--- config.mk ---
export PLATFORM = sky130hd
export DESIGN_NAME = length_prefixed_frame_receiver_core
export DESIGN_NICKNAME = d
export VERILOG_FILES = /design/src/hdl/lpfr_pkg.sv /design/src/hdl/length_prefixed_frame_receiver_core.sv /design/src/hdl/lpfr_front.sv /design/src/hdl/lpfr_queue.sv /design/src/hdl/lpfr_back.sv
export SDC_FILE = /design/constraint.sdc
export NUM_CORES = 1
export LEC_CHECK = 0
export BUFFER_PORTS_ARGS = -buffer_cell sky130_fd_sc_hd__buf_2
export CAP_MARGIN = 10
export CORE_ASPECT_RATIO = 0.75
export CORE_UTILIZATION = 25
export DETAILED_ROUTE_END_ITERATION = 10
export SLEW_MARGIN = 0
export SYNTH_ARGS = -nofsm -noshare
export SYNTH_HDL_FRONTEND = slang
export SYNTH_SLANG_ARGS = --single-unit
--- constraint.sdc ---
create_clock -name clk -period 6.3 [get_ports clk]
set_input_delay 0.63 -clock clk [delete_from_list [all_inputs] [get_ports clk]]
set_output_delay 0.63 -clock clk [all_outputs]
set_load 0.01 [all_outputs]
--- src/hdl/lpfr_pkg.sv ---
// shared types, constants and the crc16 byte step for the frame receiver
// no dependencies; every other file of the block imports this package
package lpfr_pkg;

	localparam int unsigned MAX_PAYLOAD_DEF = 512;
	localparam int unsigned QUEUE_DEPTH_DEF = 4;

	localparam logic [7:0]  START_SHORT = 8'd2;   // one-byte length follows
	localparam logic [7:0]  START_LONG  = 8'd3;   // two-byte length follows
	localparam logic [7:0]  END_BYTE    = 8'd3;
	localparam logic [15:0] CRC_POLY    = 16'h1021;

	// wide enough for any count and declared length, plus one
	localparam int unsigned CNT_EXT_W = 17;

	localparam int unsigned TDATA_W = 32;

	typedef enum logic [1:0] {
		ST_GOOD     = 2'd0,
		ST_CRC_BAD  = 2'd1,
		ST_END_BAD  = 2'd2,
		ST_OVERFLOW = 2'd3
	} status_t;

	typedef enum logic [7:0] {
		PH_WAIT      = 8'b0000_0001,
		PH_LEN_SHORT = 8'b0000_0010,
		PH_LEN_HI    = 8'b0000_0100,
		PH_LEN_LO    = 8'b0000_1000,
		PH_PAYLOAD   = 8'b0001_0000,
		PH_CRC_HI    = 8'b0010_0000,
		PH_CRC_LO    = 8'b0100_0000,
		PH_END       = 8'b1000_0000
	} phase_t;

	// command from the parser to the back end
	typedef struct packed {
		logic        is_end;   // 1 frame end, 0 payload byte
		logic [7:0]  data;
		logic [8:0]  pos;
		status_t     status;   // ST_GOOD on an end means compare crc
		logic [15:0] rx_crc;
		logic [9:0]  len;
	} cmd_t;

	function automatic logic [15:0] crc16_byte(input logic [15:0] crc, input logic [7:0] b);
		logic [15:0] c;
		c = crc ^ {b, 8'h00};
		for (int i = 0; i < 8; i++) begin
			c = c[15] ? ({c[14:0], 1'b0} ^ CRC_POLY) : {c[14:0], 1'b0};
		end
		return c;
	endfunction

endpackage

--- src/hdl/length_prefixed_frame_receiver_core.sv ---
// top level of the length-prefixed frame receiver with on-the-fly crc16 check
// depends on lpfr_pkg, lpfr_front, lpfr_queue and lpfr_back
//
// input stream: one received serial byte per transfer on s_tdata
// bytes are ignored until a start byte (2: one-byte length, 3: two-byte
// big-endian length); then payload, big-endian crc16 (poly 0x1021, init 0)
// and end byte 3
// output stream: one record per payload byte (m_tlast low) and one status
// record at the end of each frame (m_tlast high): good, crc mismatch,
// bad end byte, or overflow when the payload exceeds MAX_PAYLOAD
// throughput: one byte per cycle sustained while the sink takes records;
// the parser takes a byte each cycle while the command queue has room, the
// crc unit retires one a cycle while the output register is free; a record
// reaches m_tvalid via the command queue and then the output register (the
// parser writes the queue on the transfer, the crc unit loads the output
// register from it); when the sink stalls, the output register holds, the
// queue fills, and only then s_tready drops; nothing is lost or repeated
// reset (arst_n low) empties the queue and the output register and puts the
// parser back to waiting for a start byte
module length_prefixed_frame_receiver_core #(
	parameter int unsigned MAX_PAYLOAD = lpfr_pkg::MAX_PAYLOAD_DEF,
	parameter int unsigned QUEUE_DEPTH = lpfr_pkg::QUEUE_DEPTH_DEF
) (
	input  logic        clk,
	input  logic        arst_n,
	input  logic        s_tvalid,
	output logic        s_tready,
	input  logic [7:0]  s_tdata,   // [7:0] data_byte
	output logic        m_tvalid,
	input  logic        m_tready,
	// [7:0] payload_byte, [16:8] byte_position, [18:17] frame_status,
	// [28:19] frame_length, [31:29] zero
	output logic [lpfr_pkg::TDATA_W-1:0] m_tdata,
	output logic        m_tlast    // record_type: high on the frame status record
);
	import lpfr_pkg::*;

	// parser to queue
	logic push, push_ready;
	cmd_t push_cmd;

	// queue to crc unit
	logic cmd_valid, cmd_pop;
	cmd_t cmd;

	lpfr_front #(
		.MAX_PAYLOAD(MAX_PAYLOAD)
	) u_front (
		.clk       (clk),
		.arst_n    (arst_n),
		.in_valid  (s_tvalid),
		.in_ready  (s_tready),
		.in_byte   (s_tdata),
		.push      (push),
		.push_ready(push_ready),
		.push_cmd  (push_cmd)
	);

	lpfr_queue #(
		.DEPTH(QUEUE_DEPTH)
	) u_queue (
		.clk       (clk),
		.arst_n    (arst_n),
		.push      (push),
		.push_ready(push_ready),
		.push_cmd  (push_cmd),
		.pop_valid (cmd_valid),
		.pop       (cmd_pop),
		.pop_cmd   (cmd)
	);

	// crc unit and output register
	lpfr_back u_back (
		.clk      (clk),
		.arst_n   (arst_n),
		.cmd_valid(cmd_valid),
		.cmd_pop  (cmd_pop),
		.cmd      (cmd),
		.out_valid(m_tvalid),
		.out_ready(m_tready),
		.out_data (m_tdata),
		.out_last (m_tlast)
	);

endmodule

--- src/hdl/lpfr_front.sv ---
// front end: frame parser that turns each payload byte and each frame end into a command
// depends on lpfr_pkg
module lpfr_front #(
	parameter int unsigned MAX_PAYLOAD = lpfr_pkg::MAX_PAYLOAD_DEF
) (
	input  logic              clk,
	input  logic              arst_n,
	input  logic              in_valid,
	output logic              in_ready,
	input  logic [7:0]        in_byte,
	output logic              push,
	input  logic              push_ready,
	output lpfr_pkg::cmd_t    push_cmd
);
	import lpfr_pkg::*;

	localparam int unsigned CW = $clog2(MAX_PAYLOAD + 1);

	phase_t        phase_q, phase_d;
	logic [15:0]   decl_q, decl_d;
	logic [CW-1:0] count_q, count_d;
	logic [15:0]   rx_crc_q, rx_crc_d;

	logic [CNT_EXT_W-1:0] count_ext, count_inc;
	logic                 accept, emit;
	cmd_t                 cmd;

	assign in_ready  = push_ready;
	assign accept    = in_valid & push_ready;
	assign count_ext = CNT_EXT_W'(count_q);
	assign count_inc = count_ext + CNT_EXT_W'(1);

	always_comb begin
		phase_d  = phase_q;
		decl_d   = decl_q;
		count_d  = count_q;
		rx_crc_d = rx_crc_q;
		emit     = 1'b0;
		cmd      = '0;
		unique case (phase_q)
			PH_WAIT: begin
				if (in_byte == START_SHORT) begin
					phase_d = PH_LEN_SHORT;
				end else if (in_byte == START_LONG) begin
					phase_d = PH_LEN_HI;
				end
			end
			PH_LEN_SHORT: begin
				decl_d  = {8'h00, in_byte};
				count_d = '0;
				phase_d = (in_byte == 8'h00) ? PH_CRC_HI : PH_PAYLOAD;
			end
			PH_LEN_HI: begin
				decl_d  = {in_byte, 8'h00};
				phase_d = PH_LEN_LO;
			end
			PH_LEN_LO: begin
				decl_d  = {decl_q[15:8], in_byte};
				count_d = '0;
				phase_d = ({decl_q[15:8], in_byte} == 16'h0000) ? PH_CRC_HI : PH_PAYLOAD;
			end
			PH_PAYLOAD: begin
				emit = 1'b1;
				if (count_ext == CNT_EXT_W'(MAX_PAYLOAD)) begin
					// too long: drop the byte and close the frame
					cmd.is_end = 1'b1;
					cmd.status = ST_OVERFLOW;
					cmd.len    = count_ext[9:0];
					phase_d    = PH_WAIT;
				end else begin
					cmd.data = in_byte;
					cmd.pos  = count_ext[8:0];
					count_d  = count_inc[CW-1:0];
					if (count_inc >= CNT_EXT_W'(decl_q)) begin
						phase_d = PH_CRC_HI;
					end
				end
			end
			PH_CRC_HI: begin
				rx_crc_d = {in_byte, 8'h00};
				phase_d  = PH_CRC_LO;
			end
			PH_CRC_LO: begin
				rx_crc_d = {rx_crc_q[15:8], in_byte};
				phase_d  = PH_END;
			end
			PH_END: begin
				emit       = 1'b1;
				cmd.is_end = 1'b1;
				cmd.status = (in_byte != END_BYTE) ? ST_END_BAD : ST_GOOD;
				cmd.rx_crc = rx_crc_q;
				cmd.len    = count_ext[9:0];
				phase_d    = PH_WAIT;
			end
			default: begin
				phase_d = PH_WAIT;
			end
		endcase
	end

	assign push     = accept & emit;
	assign push_cmd = cmd;

	always_ff @(posedge clk or negedge arst_n) begin
		if (!arst_n) begin
			phase_q  <= PH_WAIT;
			decl_q   <= '0;
			count_q  <= '0;
			rx_crc_q <= '0;
		end else if (accept) begin
			phase_q  <= phase_d;
			decl_q   <= decl_d;
			count_q  <= count_d;
			rx_crc_q <= rx_crc_d;
		end
	end

endmodule

--- src/hdl/lpfr_queue.sv ---
// short command queue between parser and back end
// depends on lpfr_pkg
module lpfr_queue #(
	parameter int unsigned DEPTH = lpfr_pkg::QUEUE_DEPTH_DEF
) (
	input  logic           clk,
	input  logic           arst_n,
	input  logic           push,
	output logic           push_ready,
	input  lpfr_pkg::cmd_t push_cmd,
	output logic           pop_valid,
	input  logic           pop,
	output lpfr_pkg::cmd_t pop_cmd
);
	import lpfr_pkg::*;

	localparam int unsigned PW = (DEPTH > 1) ? $clog2(DEPTH) : 1;
	localparam int unsigned FW = $clog2(DEPTH + 1);

	cmd_t          entry_q [DEPTH];
	logic [PW-1:0] wr_ptr_q, rd_ptr_q;
	logic [FW-1:0] fill_q;
	logic          do_push, do_pop;

	assign push_ready = (fill_q != FW'(DEPTH));
	assign pop_valid  = (fill_q != '0);
	assign do_push    = push & push_ready;
	assign do_pop     = pop & pop_valid;
	assign pop_cmd    = entry_q[rd_ptr_q];

	always_ff @(posedge clk) begin
		if (do_push) begin
			entry_q[wr_ptr_q] <= push_cmd;
		end
	end

	always_ff @(posedge clk or negedge arst_n) begin
		if (!arst_n) begin
			wr_ptr_q <= '0;
			rd_ptr_q <= '0;
			fill_q   <= '0;
		end else begin
			if (do_push) begin
				wr_ptr_q <= (wr_ptr_q == PW'(DEPTH - 1)) ? '0 : wr_ptr_q + 1'b1;
			end
			if (do_pop) begin
				rd_ptr_q <= (rd_ptr_q == PW'(DEPTH - 1)) ? '0 : rd_ptr_q + 1'b1;
			end
			if (do_push && !do_pop) begin
				fill_q <= fill_q + 1'b1;
			end else if (do_pop && !do_push) begin
				fill_q <= fill_q - 1'b1;
			end
		end
	end

endmodule

--- src/hdl/lpfr_back.sv ---
// back end: running crc, status resolution and the output register
// depends on lpfr_pkg
module lpfr_back (
	input  logic           clk,
	input  logic           arst_n,
	input  logic           cmd_valid,
	output logic           cmd_pop,
	input  lpfr_pkg::cmd_t cmd,
	output logic           out_valid,
	input  logic           out_ready,
	output logic [lpfr_pkg::TDATA_W-1:0] out_data,
	output logic           out_last
);
	import lpfr_pkg::*;

	logic [15:0]        crc_q;
	logic               valid_q;
	logic               last_q;
	logic [TDATA_W-1:0] data_q;
	status_t            status;

	assign cmd_pop = cmd_valid & (~valid_q | out_ready);

	always_comb begin
		status = cmd.status;
		if (cmd.status == ST_GOOD) begin
			status = (crc_q == cmd.rx_crc) ? ST_GOOD : ST_CRC_BAD;
		end
	end

	always_ff @(posedge clk or negedge arst_n) begin
		if (!arst_n) begin
			crc_q   <= '0;
			valid_q <= 1'b0;
		end else begin
			if (cmd_pop) begin
				valid_q <= 1'b1;
				// a frame end clears the crc for the next frame
				crc_q   <= cmd.is_end ? 16'h0000 : crc16_byte(crc_q, cmd.data);
			end else if (out_ready) begin
				valid_q <= 1'b0;
			end
		end
	end

	always_ff @(posedge clk) begin
		if (cmd_pop) begin
			last_q <= cmd.is_end;
			if (cmd.is_end) begin
				data_q <= {3'b000, cmd.len, status, 9'h000, 8'h00};
			end else begin
				data_q <= {3'b000, 10'h000, ST_GOOD, cmd.pos, cmd.data};
			end
		end
	end

	assign out_valid = valid_q;
	assign out_data  = data_q;
	assign out_last  = last_q;

endmodule

==> impl_metrics.csv <==
group,metric,value,unit
floorplanning,io_pins,47,
yosys,ys_top_cells_by_count,"edfxtp_1 (214), dfrtp_1 (73), nand2_1 (63)",
power,power.share.combinational,20.4,%
worst_setup_path,required,6.48,ns
drt,drc,0,
grt,antenna_found_initial,1,
drt,vias_per_cell,4.38,
sta,drv_slew,0,
floorplanning,core,47800,um2
power,p_per_area,363,nW/um2
yosys,synth-edff-count,214,
worst_setup_path,criticalPathCategory,"flip-flop to flip-flop",
sta,period_needed,3.73,ns
floorplanning,die_h,194,um
grt,gr-total-overflow,0,
placed_design,io_buffer_count,43,
sta,fmax,268,MHz
worst_setup_path,max_stage_delay,0.74,ns
clock_tree,cts_tree,"yes",
drt,drtPass1Iterations,5,
run_status,outcome,"finished clean",
grt,grt_use_total,10.6,%
worst_setup_path,critPathArrivalTime,3.91,ns
drt,drt_iter0_drc,506,
layout,final_cells,1499,
clock_tree,htreeDepth,1,
sta,grt_setup_unrepaired,"false",
placed_design,place_area,13200,um2
clock_tree,insertion_delay,0.55,ns
worst_setup_path,crit_buf_inv,2,
yosys,yosysTopAreaCell,"edfxtp_1",
sta,period_share,59.2,%
sta,final.setup_skew,0.0137,ns
power,ir_drop,0.000212,V
placed_design,gp_congestion,0.747,
flow_run,max_cap_violations,0,
clock_tree,post_cts_buffers,0,
sta,slew_headroom,31.7,%
yosys,synth_area_leaders,"edfxtp_1 (52%), dfrtp_1 (15%), mux4_2 (8.5%)",
floorplanning,die_x,258,um
floorplanning,die_area,49900,um2
layout,area_growth,15.5,%
worst_setup_path,cp_top_family,"simple AND/OR/NAND/NOR gates",
layout,post-route-util,29.6,%
clock_tree,cts-hold-fix-buffers,0,
clock_tree,cts_resized,0,
yosys,synth-seq-cells,288,
yosys,yosysMostFrequentCell,"edfxtp_1",
placed_design,hpwl,17.0,mm
placed_design,dp.cells,1445,
floorplanning,rows,69,
worst_setup_path,cp-start-kind,"flip-flop",
worst_setup_path,end_kind,"flip-flop",
yosys,yosysTopAreaCellShare,52.5,%
layout,nNetsFinal,868,
yosys,synth_ff_type,"edfxtp_1",
power,netSwitchingFraction,28.0,%
drt,vias,6567,
grt,grt_max_degree,75,
layout,stdcell_area,14100,um2
clock_tree,clk_pin_slew,0.06,ns
clock_tree,cts.sinks,288,
layout,fillers,4804,
clock_tree,clockBufferDepth,3,
worst_setup_path,crit_fanout,39,
yosys,synthCells,784,
power,p_seq_share,47.1,%
yosys,yosysSeqAreaShare,67.6,%
drt,wl_per_cell,17.4,um
drt,ant_nets,0,
power,switching_power,1.44,mW
power,power_leakage,5.14,nW
sta,worst-slew-pin-transition,1.02,ns
yosys,synth_cell_types,57,
floorplanning,start_util,25.6,%
grt,grt_first_pass_wirelength,40.9,mm
sta,setup_viol,0,
sta,hold_slack,0.209,ns
clock_tree,numCtsBuffers,28,
layout,drive_above_1_share,20.5,%
yosys,syn_area_per_cell,15.6,um2
worst_setup_path,critPathSlowestCell,"and4b_1",
drt,routed_wl,26.1,mm
sta,hold_viol_final,0,
worst_setup_path,path_cells,"nor4_1, and4b_1, inv_1, a21oi_1, and2_2, buf_4",
clock_tree,root_buffer,"clkbuf_16",
grt,grt_pass1_vias,6591,
power,internal-power,3.70,mW
yosys,async_flop_share,25.7,%
yosys,yosysWarnings,0,
power,clockPowerShare,32.6,%
yosys,syn_area,12200,um2
sta,tns,0,ns
min_path,hp-class,"input port to async pin",
==> metal layers <==
layer	global-route usage [%]	routed length [um]
met2	15.5	11400
met5	0	0
met4	2.08	370
met3	2.33	1410
met1	16.0	12900
==> stage by stage <==
step / setup WS (ns) / power, mW
after CTS: 2.51 / 5.22
after global routing: 2.24 / 5.42
after floorplan: 3.28 / 3.20
after global placement: 2.64 / 3.53
after detailed placement: 2.53 / 3.53
final: 2.57 / 5.14
==> final cells by class <==
type / instances / area (um2) / area share, %
Clock inverter: 14 / 126 / 0.893
Antenna cell: 2 / 5.00 / 0.0354
Tap cell: 639 / 800 / 5.65
Inverter: 21 / 78.8 / 0.557
Clock buffer: 38 / 800 / 5.65
Sequential cell: 288 / 8280 / 58.5
Timing Repair Buffer: 55 / 308 / 2.18
Multi-Input combinational cell: 442 / 3750 / 26.5
==> cell families after synthesis <==
logic type               count (synthesis)  share of synthesized area, %
buffers and inverters                   56                          1.99
XOR/XNOR                                51                          4.14
multiplexers                            60                          9.75
adder cells (fa/ha/maj)                 20                          2.10
AO/OA/AOI/OAI                           73                          4.08
other                                    1                        0.0306
AND/OR/NAND/NOR                        235                          10.3
flip-flops                             288                          67.6
==> layout by cell type, fill, tap and decap left out, types with 13 or more instances in the layout <==
master / count
and2_1: 41
and3_1: 17
buf_2: 42
buf_4: 13
clkbuf_16: 29
dfrtp_1: 71
edfxtp_1: 214
ha_1: 19
inv_1: 21
mux2_2: 14
mux4_2: 46
nand2_1: 63
nand3_1: 28
nor2_1: 24
nor2b_1: 19
o21ai_0: 25
xnor2_1: 22
xor2_1: 24
==> worst reg2reg max path: stages (launching register included) <==
cell and delay, ns:
dfrtp_1 0.43, nor4_1 0.47, and4b_1 0.74, inv_1 0.23, a21oi_1 0.57, and2_2 0.37
buf_4 0.53
==> registers in the layout (all words and copies together) (netlist names) <==
signal            cells
u_back.out_valid      1
u_front.phase_q       8
u_front.decl_q       16
u_queue.wr_ptr_q      2
u_queue.rd_ptr_q      2
u_back.out_last       1
u_front.count_q      10
u_queue.fill_q        3
u_queue.entry_q     184
u_front.rx_crc_q     16
u_back.out_data      29
u_back.crc_q         16
==> path summary, 6_finish.rpt <==
path	from	end	slack (ns)	cells after the start
setup / recovery	u_front.phase_q[1]	u_queue.entry_q[1][23]	2.57	6
setup reg to reg	u_front.phase_q[1]	u_queue.entry_q[1][23]	2.57	6
hold reg to reg	u_front.decl_q[14]	u_front.decl_q[14]	0.46	2
hold / removal	arst_n	u_back.crc_q[0]	0.21	1
min in group clk	s_tdata[2]	u_front.decl_q[2]	0.46	3
max in group asynchronous	arst_n	u_front.decl_q[9]	5.37	1
==> power groups by stage <==
stage / registers, mW / logic [mW] / clock network (mW)
after floorplan: 2.44 / 0.763 / 0
final: 2.42 / 1.05 / 1.68
after global routing: 2.46 / 1.16 / 1.80
after CTS: 2.43 / 1.07 / 1.72
after detailed placement: 2.46 / 1.07 / 0
after global placement: 2.46 / 1.06 / 0
Power figures use the tool's default switching activity.
